[config.mk]
export PLATFORM = sky130hd
export DESIGN_NAME = tile_blit_transpose_writer
export DESIGN_NICKNAME = d
export VERILOG_FILES = /design/src/rtl/tbt_pkg.sv /design/src/rtl/tile_blit_transpose_writer.sv /design/src/rtl/tbt_queue.sv /design/src/rtl/tbt_front.sv /design/src/rtl/tbt_back.sv
export SDC_FILE = /design/constraint.sdc
export NUM_CORES = 1
export LEC_CHECK = 0
export BUFFER_PORTS_ARGS = -buffer_cell sky130_fd_sc_hd__buf_2
export CAP_MARGIN = 25
export CORE_MARGIN = 2
export CORE_UTILIZATION = 55
export CTS_CLUSTER_DIAMETER = 100
export DETAILED_ROUTE_END_ITERATION = 8
export GPL_ROUTABILITY_DRIVEN = 1
export GPL_TIMING_DRIVEN = 0
export PLACE_DENSITY = 0.7
export SLEW_MARGIN = 20
export SYNTH_ARGS = -nofsm -noshare
export SYNTH_HDL_FRONTEND = slang
export SYNTH_SLANG_ARGS = --single-unit
[constraint.sdc]
create_clock -name clk -period 16.5 [get_ports clk]
set_input_delay 3.3 -clock clk [delete_from_list [all_inputs] [get_ports clk]]
set_output_delay 3.3 -clock clk [all_outputs]
set_load 0.02 [all_outputs]
[src/rtl/tbt_pkg.sv]
// Shared types, constants and helpers for the tile blit transpose writer.
package tbt_pkg;

	localparam int MAX_LINES_PER_ROW = 8;
	localparam int TILE_SIZE         = 8;
	localparam int ROW_SHIFT         = 3;
	localparam int LINES_W           = $clog2(MAX_LINES_PER_ROW + 1);
	localparam int ROW_W             = $clog2(TILE_SIZE);
	localparam int QUEUE_DEPTH       = 2;
	localparam int QPTR_W            = $clog2(QUEUE_DEPTH);
	localparam int QCNT_W            = $clog2(QUEUE_DEPTH + 1);
	localparam int CFG_IDX_W         = 3;
	localparam int CFG_DATA_W        = 16;

	localparam logic CMD_DRAW  = 1'b0;
	localparam logic CMD_POWER = 1'b1;

	localparam logic KIND_WRITE   = 1'b0;
	localparam logic KIND_DISPLAY = 1'b1;

	localparam logic [CFG_IDX_W-1:0] REG_FIRST_OFFSET  = 3'd0;
	localparam logic [CFG_IDX_W-1:0] REG_ROW_STRIDE    = 3'd1;
	localparam logic [CFG_IDX_W-1:0] REG_LINE_STRIDE   = 3'd2;
	localparam logic [CFG_IDX_W-1:0] REG_LINES_PER_ROW = 3'd3;
	localparam logic [CFG_IDX_W-1:0] REG_TILE_COLS     = 3'd4;
	localparam logic [CFG_IDX_W-1:0] REG_TILE_ROWS     = 3'd5;
	localparam logic [CFG_IDX_W-1:0] REG_COLUMN_OFFSET = 3'd6;

	typedef struct packed {
		logic        command;
		logic        power_save;
		logic [7:0]  start_column;
		logic [7:0]  tile_row;
		logic [7:0]  tile_in_run;
		logic [7:0]  run_length;
		logic [7:0]  pass_index;
		logic [63:0] tile_bits;
	} req_t;

	typedef struct packed {
		logic        kind;
		logic [15:0] address;
		logic [7:0]  data;
		logic        display_on;
		logic        last;
	} res_t;

	typedef struct packed {
		logic [15:0] first_offset;
		logic [15:0] row_stride;
		logic [15:0] line_stride;
		logic [3:0]  lines_per_row;
		logic [7:0]  tile_cols;
		logic [7:0]  tile_rows;
		logic [7:0]  column_offset;
	} cfg_t;

	// one classified request waiting for the back end
	typedef struct packed {
		logic               is_power;
		logic               power_save;
		logic [15:0]        base;
		logic [LINES_W-1:0] lines;
		logic [63:0]        rows;
	} job_t;

	// row r lands in bits 8r+7..8r; bit 7-j of row r is bit r of column byte j
	function automatic logic [63:0] transpose_tile(input logic [63:0] cols);
		logic [63:0] rows;
		rows = '0;
		for (int r = 0; r < TILE_SIZE; r++) begin
			for (int j = 0; j < TILE_SIZE; j++) begin
				rows[8*r + 7 - j] = cols[8*j + r];
			end
		end
		return rows;
	endfunction

endpackage

[src/rtl/tile_blit_transpose_writer.sv]
// Top level of the tile blit transpose writer: config registers, front, queue, back.
//
//  channel   direction  handshake            payload
//  req       in         req_valid/req_ready  req_t  (draw or power request)
//  res       out        res_valid/res_ready  res_t  (byte write or display update)
//  cfg       in         cfg_we               cfg_index, cfg_data
//
// A draw request is loaded, then gives one byte write per cycle unless res stalls, over
// 8 rows times the saturated lines_per_row; a power request gives one display update.
// The front end registers a request and classifies it in the next cycle; clipped
// requests are dropped there. A 2-deep job queue lets the front keep taking requests
// while the back end writes or res_ready is low. Reset clears handshake state,
// display enable and the config registers to their defaults.
module tile_blit_transpose_writer import tbt_pkg::*; (
	input  logic                  clk,
	input  logic                  arst_n,
	input  logic                  req_valid,
	output logic                  req_ready,
	input  req_t                  req,
	output logic                  res_valid,
	input  logic                  res_ready,
	output res_t                  res,
	input  logic                  cfg_we,
	input  logic [CFG_IDX_W-1:0]  cfg_index,
	input  logic [CFG_DATA_W-1:0] cfg_data
);

	cfg_t cfg_q;
	logic push;
	job_t push_data;
	logic full;
	logic pop;
	job_t head;
	logic empty;

	always_ff @(posedge clk or negedge arst_n) begin
		if (!arst_n) begin
			cfg_q.first_offset  <= '0;
			cfg_q.row_stride    <= '0;
			cfg_q.line_stride   <= '0;
			cfg_q.lines_per_row <= 4'd1;
			cfg_q.tile_cols     <= 8'd80;
			cfg_q.tile_rows     <= 8'd60;
			cfg_q.column_offset <= '0;
		end else if (cfg_we) begin
			unique case (cfg_index)
				REG_FIRST_OFFSET:  cfg_q.first_offset  <= cfg_data;
				REG_ROW_STRIDE:    cfg_q.row_stride    <= cfg_data;
				REG_LINE_STRIDE:   cfg_q.line_stride   <= cfg_data;
				REG_LINES_PER_ROW: cfg_q.lines_per_row <= cfg_data[3:0];
				REG_TILE_COLS:     cfg_q.tile_cols     <= cfg_data[7:0];
				REG_TILE_ROWS:     cfg_q.tile_rows     <= cfg_data[7:0];
				REG_COLUMN_OFFSET: cfg_q.column_offset <= cfg_data[7:0];
				default: ;
			endcase
		end
	end

	tbt_front u_front (
		.clk       (clk),
		.arst_n    (arst_n),
		.cfg       (cfg_q),
		.req_valid (req_valid),
		.req_ready (req_ready),
		.req       (req),
		.push      (push),
		.push_data (push_data),
		.full      (full)
	);

	tbt_queue u_queue (
		.clk       (clk),
		.arst_n    (arst_n),
		.push      (push),
		.push_data (push_data),
		.full      (full),
		.pop       (pop),
		.head      (head),
		.empty     (empty)
	);

	tbt_back u_back (
		.clk       (clk),
		.arst_n    (arst_n),
		.cfg       (cfg_q),
		.head      (head),
		.empty     (empty),
		.pop       (pop),
		.res_valid (res_valid),
		.res_ready (res_ready),
		.res       (res)
	);

endmodule

[src/rtl/tbt_queue.sv]
// Short queue of classified jobs between the front end and the back end.
module tbt_queue import tbt_pkg::*; (
	input  logic clk,
	input  logic arst_n,
	input  logic push,
	input  job_t push_data,
	output logic full,
	input  logic pop,
	output job_t head,
	output logic empty
);

	job_t              mem_q [QUEUE_DEPTH];
	logic [QPTR_W-1:0] wr_ptr_q;
	logic [QPTR_W-1:0] rd_ptr_q;
	logic [QCNT_W-1:0] count_q;

	logic do_push;
	logic do_pop;

	assign full    = (count_q == QCNT_W'(QUEUE_DEPTH));
	assign empty   = (count_q == '0);
	assign do_push = push && !full;
	assign do_pop  = pop && !empty;
	assign head    = mem_q[rd_ptr_q];

	always_ff @(posedge clk) begin
		if (do_push) begin
			mem_q[wr_ptr_q] <= push_data;
		end
	end

	always_ff @(posedge clk or negedge arst_n) begin
		if (!arst_n) begin
			wr_ptr_q <= '0;
			rd_ptr_q <= '0;
			count_q  <= '0;
		end else begin
			if (do_push) begin
				wr_ptr_q <= (wr_ptr_q == QPTR_W'(QUEUE_DEPTH - 1)) ? '0 : wr_ptr_q + 1'b1;
			end
			if (do_pop) begin
				rd_ptr_q <= (rd_ptr_q == QPTR_W'(QUEUE_DEPTH - 1)) ? '0 : rd_ptr_q + 1'b1;
			end
			if (do_push && !do_pop) begin
				count_q <= count_q + 1'b1;
			end else if (do_pop && !do_push) begin
				count_q <= count_q - 1'b1;
			end
		end
	end

endmodule

[src/rtl/tbt_front.sv]
// Front end: takes requests, clips them, works out base address and row bytes.
module tbt_front import tbt_pkg::*; (
	input  logic clk,
	input  logic arst_n,
	input  cfg_t cfg,
	input  logic req_valid,
	output logic req_ready,
	input  req_t req,
	output logic push,
	output job_t push_data,
	input  logic full
);

	logic       valid_s1;
	req_t       req_s1;

	logic [7:0]         run_prod;
	logic [7:0]         base_col;
	logic [7:0]         col;
	logic [8:0]         last_col;
	logic               row_ok;
	logic               col_ok;
	logic [LINES_W-1:0] lines;
	logic [23:0]        row_prod;
	logic [15:0]        tile_off;
	logic               keep;
	logic               consumed;

	always_comb begin
		run_prod = 8'(req_s1.pass_index * req_s1.run_length);
		base_col = req_s1.start_column + run_prod;
		col      = base_col + req_s1.tile_in_run;
		last_col = {1'b0, base_col} + {1'b0, req_s1.tile_in_run};
		row_ok   = req_s1.tile_row < cfg.tile_rows;
		// a run stops at its first column past the limit; wrapping always crosses 255
		col_ok   = (base_col < cfg.tile_cols) && (last_col < {1'b0, cfg.tile_cols});
		if (int'(cfg.lines_per_row) > MAX_LINES_PER_ROW) begin
			lines = LINES_W'(MAX_LINES_PER_ROW);
		end else begin
			lines = LINES_W'(cfg.lines_per_row);
		end
		row_prod = req_s1.tile_row * cfg.row_stride;
		tile_off = {row_prod[15-ROW_SHIFT:0], {ROW_SHIFT{1'b0}}};
		keep = (req_s1.command == CMD_POWER) || (row_ok && col_ok && (lines != '0));

		push_data.is_power   = (req_s1.command == CMD_POWER);
		push_data.power_save = req_s1.power_save;
		push_data.base       = cfg.first_offset + tile_off + {8'd0, cfg.column_offset}
			+ {8'd0, col};
		push_data.lines      = lines;
		push_data.rows       = transpose_tile(req_s1.tile_bits);
	end

	assign push      = valid_s1 && keep;
	assign consumed  = valid_s1 && (!keep || !full);
	assign req_ready = !valid_s1 || consumed;

	always_ff @(posedge clk) begin
		if (req_valid && req_ready) begin
			req_s1 <= req;
		end
	end

	always_ff @(posedge clk or negedge arst_n) begin
		if (!arst_n) begin
			valid_s1 <= 1'b0;
		end else if (req_ready) begin
			valid_s1 <= req_valid;
		end
	end

endmodule

[src/rtl/tbt_back.sv]
// Back end: steps through rows and scanline repeats, drives the result register.
module tbt_back import tbt_pkg::*; (
	input  logic clk,
	input  logic arst_n,
	input  cfg_t cfg,
	input  job_t head,
	input  logic empty,
	output logic pop,
	output logic res_valid,
	input  logic res_ready,
	output res_t res
);

	logic               busy_q;
	job_t               job_q;
	logic [ROW_W-1:0]   r_q;
	logic [LINES_W-1:0] s_q;
	logic [15:0]        row_addr_q;
	logic [15:0]        addr_q;
	logic               display_q;
	logic               out_valid_q;
	res_t               out_q;

	logic out_free;
	logic emit;
	logic row_end;
	logic job_end;
	res_t next_res;

	assign out_free = !out_valid_q || res_ready;
	assign emit     = busy_q && out_free;
	assign pop      = !busy_q && !empty;
	assign row_end  = (s_q == job_q.lines - LINES_W'(1));
	assign job_end  = job_q.is_power || (row_end && (r_q == ROW_W'(TILE_SIZE - 1)));

	always_comb begin
		if (job_q.is_power) begin
			next_res.kind       = KIND_DISPLAY;
			next_res.address    = '0;
			next_res.data       = '0;
			next_res.display_on = !job_q.power_save;
			next_res.last       = 1'b1;
		end else begin
			next_res.kind       = KIND_WRITE;
			next_res.address    = addr_q;
			next_res.data       = job_q.rows[{r_q, 3'b000} +: 8];
			next_res.display_on = display_q;
			next_res.last       = job_end;
		end
	end

	always_ff @(posedge clk) begin
		if (pop) begin
			job_q      <= head;
			r_q        <= '0;
			s_q        <= '0;
			row_addr_q <= head.base;
			addr_q     <= head.base;
		end else if (emit && !job_q.is_power) begin
			if (row_end) begin
				s_q        <= '0;
				r_q        <= r_q + 1'b1;
				row_addr_q <= row_addr_q + cfg.row_stride;
				addr_q     <= row_addr_q + cfg.row_stride;
			end else begin
				s_q    <= s_q + 1'b1;
				addr_q <= addr_q + cfg.line_stride;
			end
		end
		if (emit) begin
			out_q <= next_res;
		end
	end

	always_ff @(posedge clk or negedge arst_n) begin
		if (!arst_n) begin
			busy_q      <= 1'b0;
			display_q   <= 1'b0;
			out_valid_q <= 1'b0;
		end else begin
			if (pop) begin
				busy_q <= 1'b1;
			end else if (emit && job_end) begin
				busy_q <= 1'b0;
			end
			if (emit && job_q.is_power) begin
				display_q <= !job_q.power_save;
			end
			if (emit) begin
				out_valid_q <= 1'b1;
			end else if (res_ready) begin
				out_valid_q <= 1'b0;
			end
		end
	end

	assign res_valid = out_valid_q;
	assign res       = out_q;

endmodule
# == Word level (Yosys, flattened, before mapping) ==
# Memory sizes are Yosys's and may differ from the RTL's.
# Cells that the tools add are included.
# word_totals
regBits,326
mem_bits_rw,172
input_bits,130
out_inout_bits,29
wordCells,134
memories,1
# memory_table
memory,depth,word_bits,read_ports,rd_clocked_by_memory_dff,wr,line,rtl
u_queue.mem_q,2,86,1,0,1,tbt_queue.sv:13,job_t mem_q [QUEUE_DEPTH];
# classes
add_sub_neg,15
multipliers,2
n_lt_le_gt_ge,4
eq_ne,9
shift,1
n_mux,19
reduce_logical,48
# ops
cell,count
2-to-1 mux 16 bit,6
indexed part select 64 x 7 -> 8 bit,1
adder 16 bit,3
adder 16 x 8 -> 16 bit,2
2-to-1 mux 27 bit,1
AND reduction 2 bit,9
adder 8 bit,2
logical AND 1 bit,16
< comparator 8 bit,2
multiplier 8 x 16 -> 13 bit,1
"equality test 3 bit, second input constant",4
logical NOT 1 bit,10
nonzero test 2 bit,5
adder 8 x 8 -> 9 bit,1
< comparator 9 x 8 -> 1 bit,1
multiplier 8 x 8 -> 8 bit,1
2-to-1 mux 1 bit,8
2-to-1 mux 4 bit,2
"equality test 3 x 2 -> 1 bit, second input constant",2
logical OR 1 bit,5
"adder 4 x 1 -> 4 bit, second input constant",1
equality test 4 bit,1
"greater-than comparator 4 bit, second input constant",1
2-to-1 mux 2 bit,2
10 further kinds,11

# == Depth between registers and ports, before layout ==
# depth
depth_word,14
ltp_mapped,29
ltp_nobuf,28

# == Cells and area by module ==
# Synthesis repeated with hierarchy kept, for this count alone.
# unflattened
cells_unflattened,1739
hier_area_um2,25044.0
# modules_own_cells
module,instances,cells_each,area_each_um2,seq_area_each_um2
tbt_front,1,775,8742.1,3208.1
tbt_back,1,511,6860.3,4088.9
tbt_queue,1,287,6523.8,5265.0
tile_blit_transpose_writer,1,166,2917.8,1910.6

# == Worst setup path before layout ==
# OpenSTA, ideal clock, no wires.
# synth_path
kind,flip-flop to flip-flop
startpoint,reg u_front.req_s1[72] (netlist name)
endpoint,"reg u_front.req_s1, in the netlist u_front.push_data[0] (enable)"
t_arrival_ps,10063
required_ps,15866
path_slack_ps,5803
stages_incl_launch_ff,25
cell_sequence,edfxtp_1 clkbuf_1 nand2_1 fa_1 inv_1 fa_1 ha_1 inv_1 fa_1 inv_1 fa_1 a21o_1 a21oi_1 xnor2_1 xnor2_1 ha_1 xnor2_1 ha_1 nor4_1 o41ai_1 a311oi_1 nand2_1 a221oi_2 a31o_2 a31oi_1
# synth_via
elab_chain_len,13
word_cells_on_any_way,14
# synth_rtl
item,line,rtl
"start, declared",tbt_front.sv:15,req_t req_s1;
"start signal, assigned",tbt_front.sv:60,req_s1 <= req;
multiplier 8 x 8 -> 8 bit (*),tbt_front.sv:30,run_prod = 8'(req_s1.pass_index * req_s1.run_length);
adder 8 bit (*),tbt_front.sv:31,base_col = req_s1.start_column + run_prod;
adder 8 x 8 -> 9 bit,tbt_front.sv:33,"last_col = {1'b0, base_col} + {1'b0, req_s1.tile_in_run};"
< comparator 9 x 8 -> 1 bit,tbt_front.sv:36,"col_ok = (base_col < cfg.tile_cols) && (last_col < {1'b0, cfg.tile_cols});"
logical AND 1 bit (*),tbt_front.sv:36,
logical AND 1 bit (*) (2 in series),tbt_front.sv:44,keep = (req_s1.command == CMD_POWER) || (row_ok && col_ok && (lines != '0));
logical OR 1 bit (*),tbt_front.sv:44,
logical NOT 1 bit (*),tbt_front.sv:55,assign consumed = valid_s1 && (!keep || !full);
logical OR 1 bit (*),tbt_front.sv:55,
logical AND 1 bit (*),tbt_front.sv:55,
logical OR 1 bit (*),tbt_front.sv:56,assign req_ready = !valid_s1 || consumed;
logical AND 1 bit (*),tbt_front.sv:59,if (req_valid && req_ready) begin
# Mark *: on every way between the ends. The rest lies on a longest branch, timed or not.
# A chain may end at the register's enable or synchronous reset.

# == Worst setup path after layout ==
# layout_path
startpoint,reg u_front.req_s1[72] (netlist name)
endpoint,out req_ready
# layout_via
elab_chain_len,12
word_cells_on_any_way,13
# layout_rtl
item,line,rtl
multiplier 8 x 8 -> 8 bit (*),tbt_front.sv:30,
adder 8 bit (*),tbt_front.sv:31,
adder 8 x 8 -> 9 bit,tbt_front.sv:33,
< comparator 9 x 8 -> 1 bit,tbt_front.sv:36,
logical AND 1 bit (*),tbt_front.sv:36,
logical AND 1 bit (*) (2 in series),tbt_front.sv:44,
logical OR 1 bit (*),tbt_front.sv:44,
logical NOT 1 bit (*),tbt_front.sv:55,
logical OR 1 bit (*),tbt_front.sv:55,
logical AND 1 bit (*),tbt_front.sv:55,
logical OR 1 bit (*),tbt_front.sv:56,
"end, declared",tile_blit_transpose_writer.sv:18,"output logic req_ready,"
# Marks and branches as above.

==> metrics <==
GRT Resource Usage Total 21.99%; Met2 Wirelength between 20 and 25 mm; number of global-route vias before repair around 15,000; clock slew at reported path FFs about 0.060 ns; wl on met1 about 22 mm; max_slew headroom approximately 31%; IO Pins around 160; CTS Root Cell clkbuf_16; Critical Path End Type output pin; # resized after CTS 0; Die Wd ~210 um; clock tree buffer depth 3; RSZ-0062 raised after global routing false; Clock Skew 0.02988 ns; Tightest Hold Check Type flip-flop to flip-flop; Post-Syn Area 0.02429 mm^2; Net Count, Synth ~2,000; worst-margin pin slew roughly 1 ns; CP max FO 8; I/O Buffers approximately 160; path depth of the worst reg2reg path 27; final setup fails 0; Worst path most repeated cell fa_1; # fillers between 3,000 and 4,000; antenna fix cells 0; clk_lat worst skew ~0.6 ns; HP Start u_front.push_data[54]; largest net degree at the start of global routing 69; Core Area roughly 0.043 mm^2; maxcap violations 0; grt ovf 0; setup total negative slack 0 ns; Async S/R FF share, synth between 15 and 20%; outcome finished clean; area leader, netlist edfxtp_1; Netlist cell types 64; Routability Congestion between 0.8 and 0.9; Initial Util roughly 56%; CTS tree done; final hold viol count 0; WS Path Type flip-flop to output pin; slowest cell delay on critical path about 0.52 ns; post-synthesis register bit count 498; routed length per instance around 19 um; Post-synth top cells edfxtp_1, inv_1, mux2_2; Iter 0 DRT Violations 824; Hold EP u_queue.mem_q[1][54]; first-pass GRT wire length between 70 and 80 mm; HPWL after DPL around 37 mm; most frequent cell after synthesis edfxtp_1; Buf+Inv Stages, Crit Path 5; hold_buf cts 0; DRC 0; achievable clock frequency approximately 97 MHz; CP startpoint kind flip-flop; area occupied by multi-input gates about 0.0090 mm^2; CP top delay family adder cells; minimum clock period around 10 ns; Post-synth EDFFs roughly 410; FF+latch area 0.01447 mm^2; remaining antenna violation count 0; reg-to-reg critical path endpoint u_queue.mem_q[1][45]; share of the yosys chip area belonging to registers between 50% and 60%; nets between 2,000 and 2,500; vias about 14,000; fin. max-slew vios 0; cell count after synthesis approximately 1,700; Detailed Route WL 49.36 mm; WP data required approximately 13 ns; Setup Buffers After CTS 0; area of the die ~0.046 mm^2; critical path data arrival time 7.04 ns; period utilisation layout 62.67%; WL met3 2.085 mm; reg-to-reg startpoint u_front.req_s1[72]; r2r setup slk 8.67 ns; H-tree depth 2; share of layout cells above drive strength 1 around 22%; area grow syn2layout 15.72%; Avg Cell Area, Syn 14.26 um^2; Most used DFF post-synth edfxtp_1; synth warn 0; initial antenna violation count 2; max layer used met5; Area contributors post-synth edfxtp_1, dfrtp_1, ha_1, fa_1, mux2_2; Via density between 5 and 6; slowest CP cell fa_1; DIE HEIGHT about 210 um; clk sinks approximately 500; CTS buffer count 50; std cell rows 76; WHS Path Cells 0; drt pass-1 iters 7; share of the synthesized area in the top cell type a little over 50%
==> cells in the final DEF (no fill, tap or decap), drive strengths merged, types with 4 or more instances in the layout <==
cell type,Yosys,routed
xnor2,73,73
o21bai,9,9
mux2,135,135
and3,6,6
o21a,9,9
o41ai,6,6
nor3,16,16
nand2,100,100
fa,77,77
mux2i,21,21
nand3,7,7
or3,5,5
inv,173,175
nor2,70,70
a31oi,7,7
buf,14,189
clkbuf,26,87
and2,57,57
nor2b,40,40
dfxtp,7,7
o211ai,5,5
a21o,23,23
clkinv,1,20
xor2,23,23
a211oi,18,18
bufinv,0,10
o21ai,41,41
dfstp,7,7
or2,4,4
dfrtp,77,77
ha,131,131
a21oi,52,52
mux4,16,16
edfxtp,407,407
nand2b,9,9
==> how the worst max path moves through the flow <==
stage                                 end  depth (start not counted)                from
floorplan            u_front.push_data[0]                         24  u_front.req_s1[72]
global placement    u_front.push_data[45]                         24  u_front.req_s1[72]
CTS                             req_ready                         25  u_front.req_s1[72]
finish                          req_ready                         25  u_front.req_s1[72]
detailed placement              req_ready                         25  u_front.req_s1[72]
global route                    req_ready                         25  u_front.req_s1[72]
==> cell families (layout without fill, tap and decap cells) <==
| kind of cell | after synthesis | after routing | synth area share, % |
|---|---|---|---|
| mux | 172 | 172 | 8.608 |
| compound gates | 186 | 186 | 5.049 |
| xor+xnor | 96 | 96 | 3.462 |
| buf+inv | 214 | 483 | 3.323 |
| flops | 498 | 498 | 59.59 |
| simple gates | 329 | 329 | 6.877 |
| fa+ha+maj | 208 | 208 | 13.09 |
==> routing by layer <==
metal / global-route usage [%] / vias up
li1: - / 6496
met3: 3.078 / 102
met5: 0 / -
met4: 7.824 / 4
met1: 29.32 / 6909
met2: 37.21 / 308
==> cell type report <==
class                      instances  share of cell area [%]
buffer                            40                  0.5520
clock buffer                      61                   4.634
clock inverter                    33                   1.727
inverter                         174                   2.324
multi-input combinational        991                   32.17
sequential                       498                   51.49
tap                              585                   2.604
timing repair buffer             175                   4.492
==> state kept, by name, indices dropped and copies added, names as in the netlist <==
name	count
u_queue.mem_q	172
u_queue.count_q	2
u_back.display_q	1
u_front.req_s1	40
u_back.row_addr_q	16
u_front.push_data	66
u_back.addr_q	16
u_back.res	27
u_queue.wr_ptr_q	1
u_back.busy_q	1
u_back.r_q	3
u_queue.rd_ptr_q	1
u_back.res_valid	1
u_back.job_q	70
u_front.valid_s1	1
cfg_q	76
u_back.s_q	4
==> worst register-to-register path, cell delays in order (launching register included) <==
cell and delay, ns:
edfxtp_1 0.33, clkbuf_1 0.28, nand2_1 0.12, fa_1 0.50
inv_1 0.05, fa_1 0.45, ha_1 0.29, inv_1 0.05
fa_1 0.52, inv_1 0.07, fa_1 0.45, a21o_1 0.20
a21oi_1 0.16, xnor2_1 0.09, xnor2_1 0.26, ha_1 0.31
xnor2_1 0.16, ha_1 0.18, nor4_1 0.43, o41ai_1 0.27
a311oi_1 0.27, nand2_1 0.10, a221oi_2 0.31, a41oi_1 0.39
nor2_4 0.63, buf_16 0.24, buf_16 0.18, buf_12 0.20
==> through the flow <==
step                      cell area, um^2  cells  hold WS [ns]  setup WS, ns  util [%]
after detailed placement            26320   2463        0.4306         6.747     60.69
after CTS                           28110   2557        0.4426         6.071     64.82
after global placement              25800   2444        0.4233         2.639     59.50
final                               28110   2557        0.4427         6.159     64.82
after global routing                28110   2557        0.4488         5.822     64.82
after floorplan                     24290   1703        0.4215         5.803         -
Power is not shown: default switching activity piles up to over one toggle a cycle in this logic, so the estimate is an artifact.
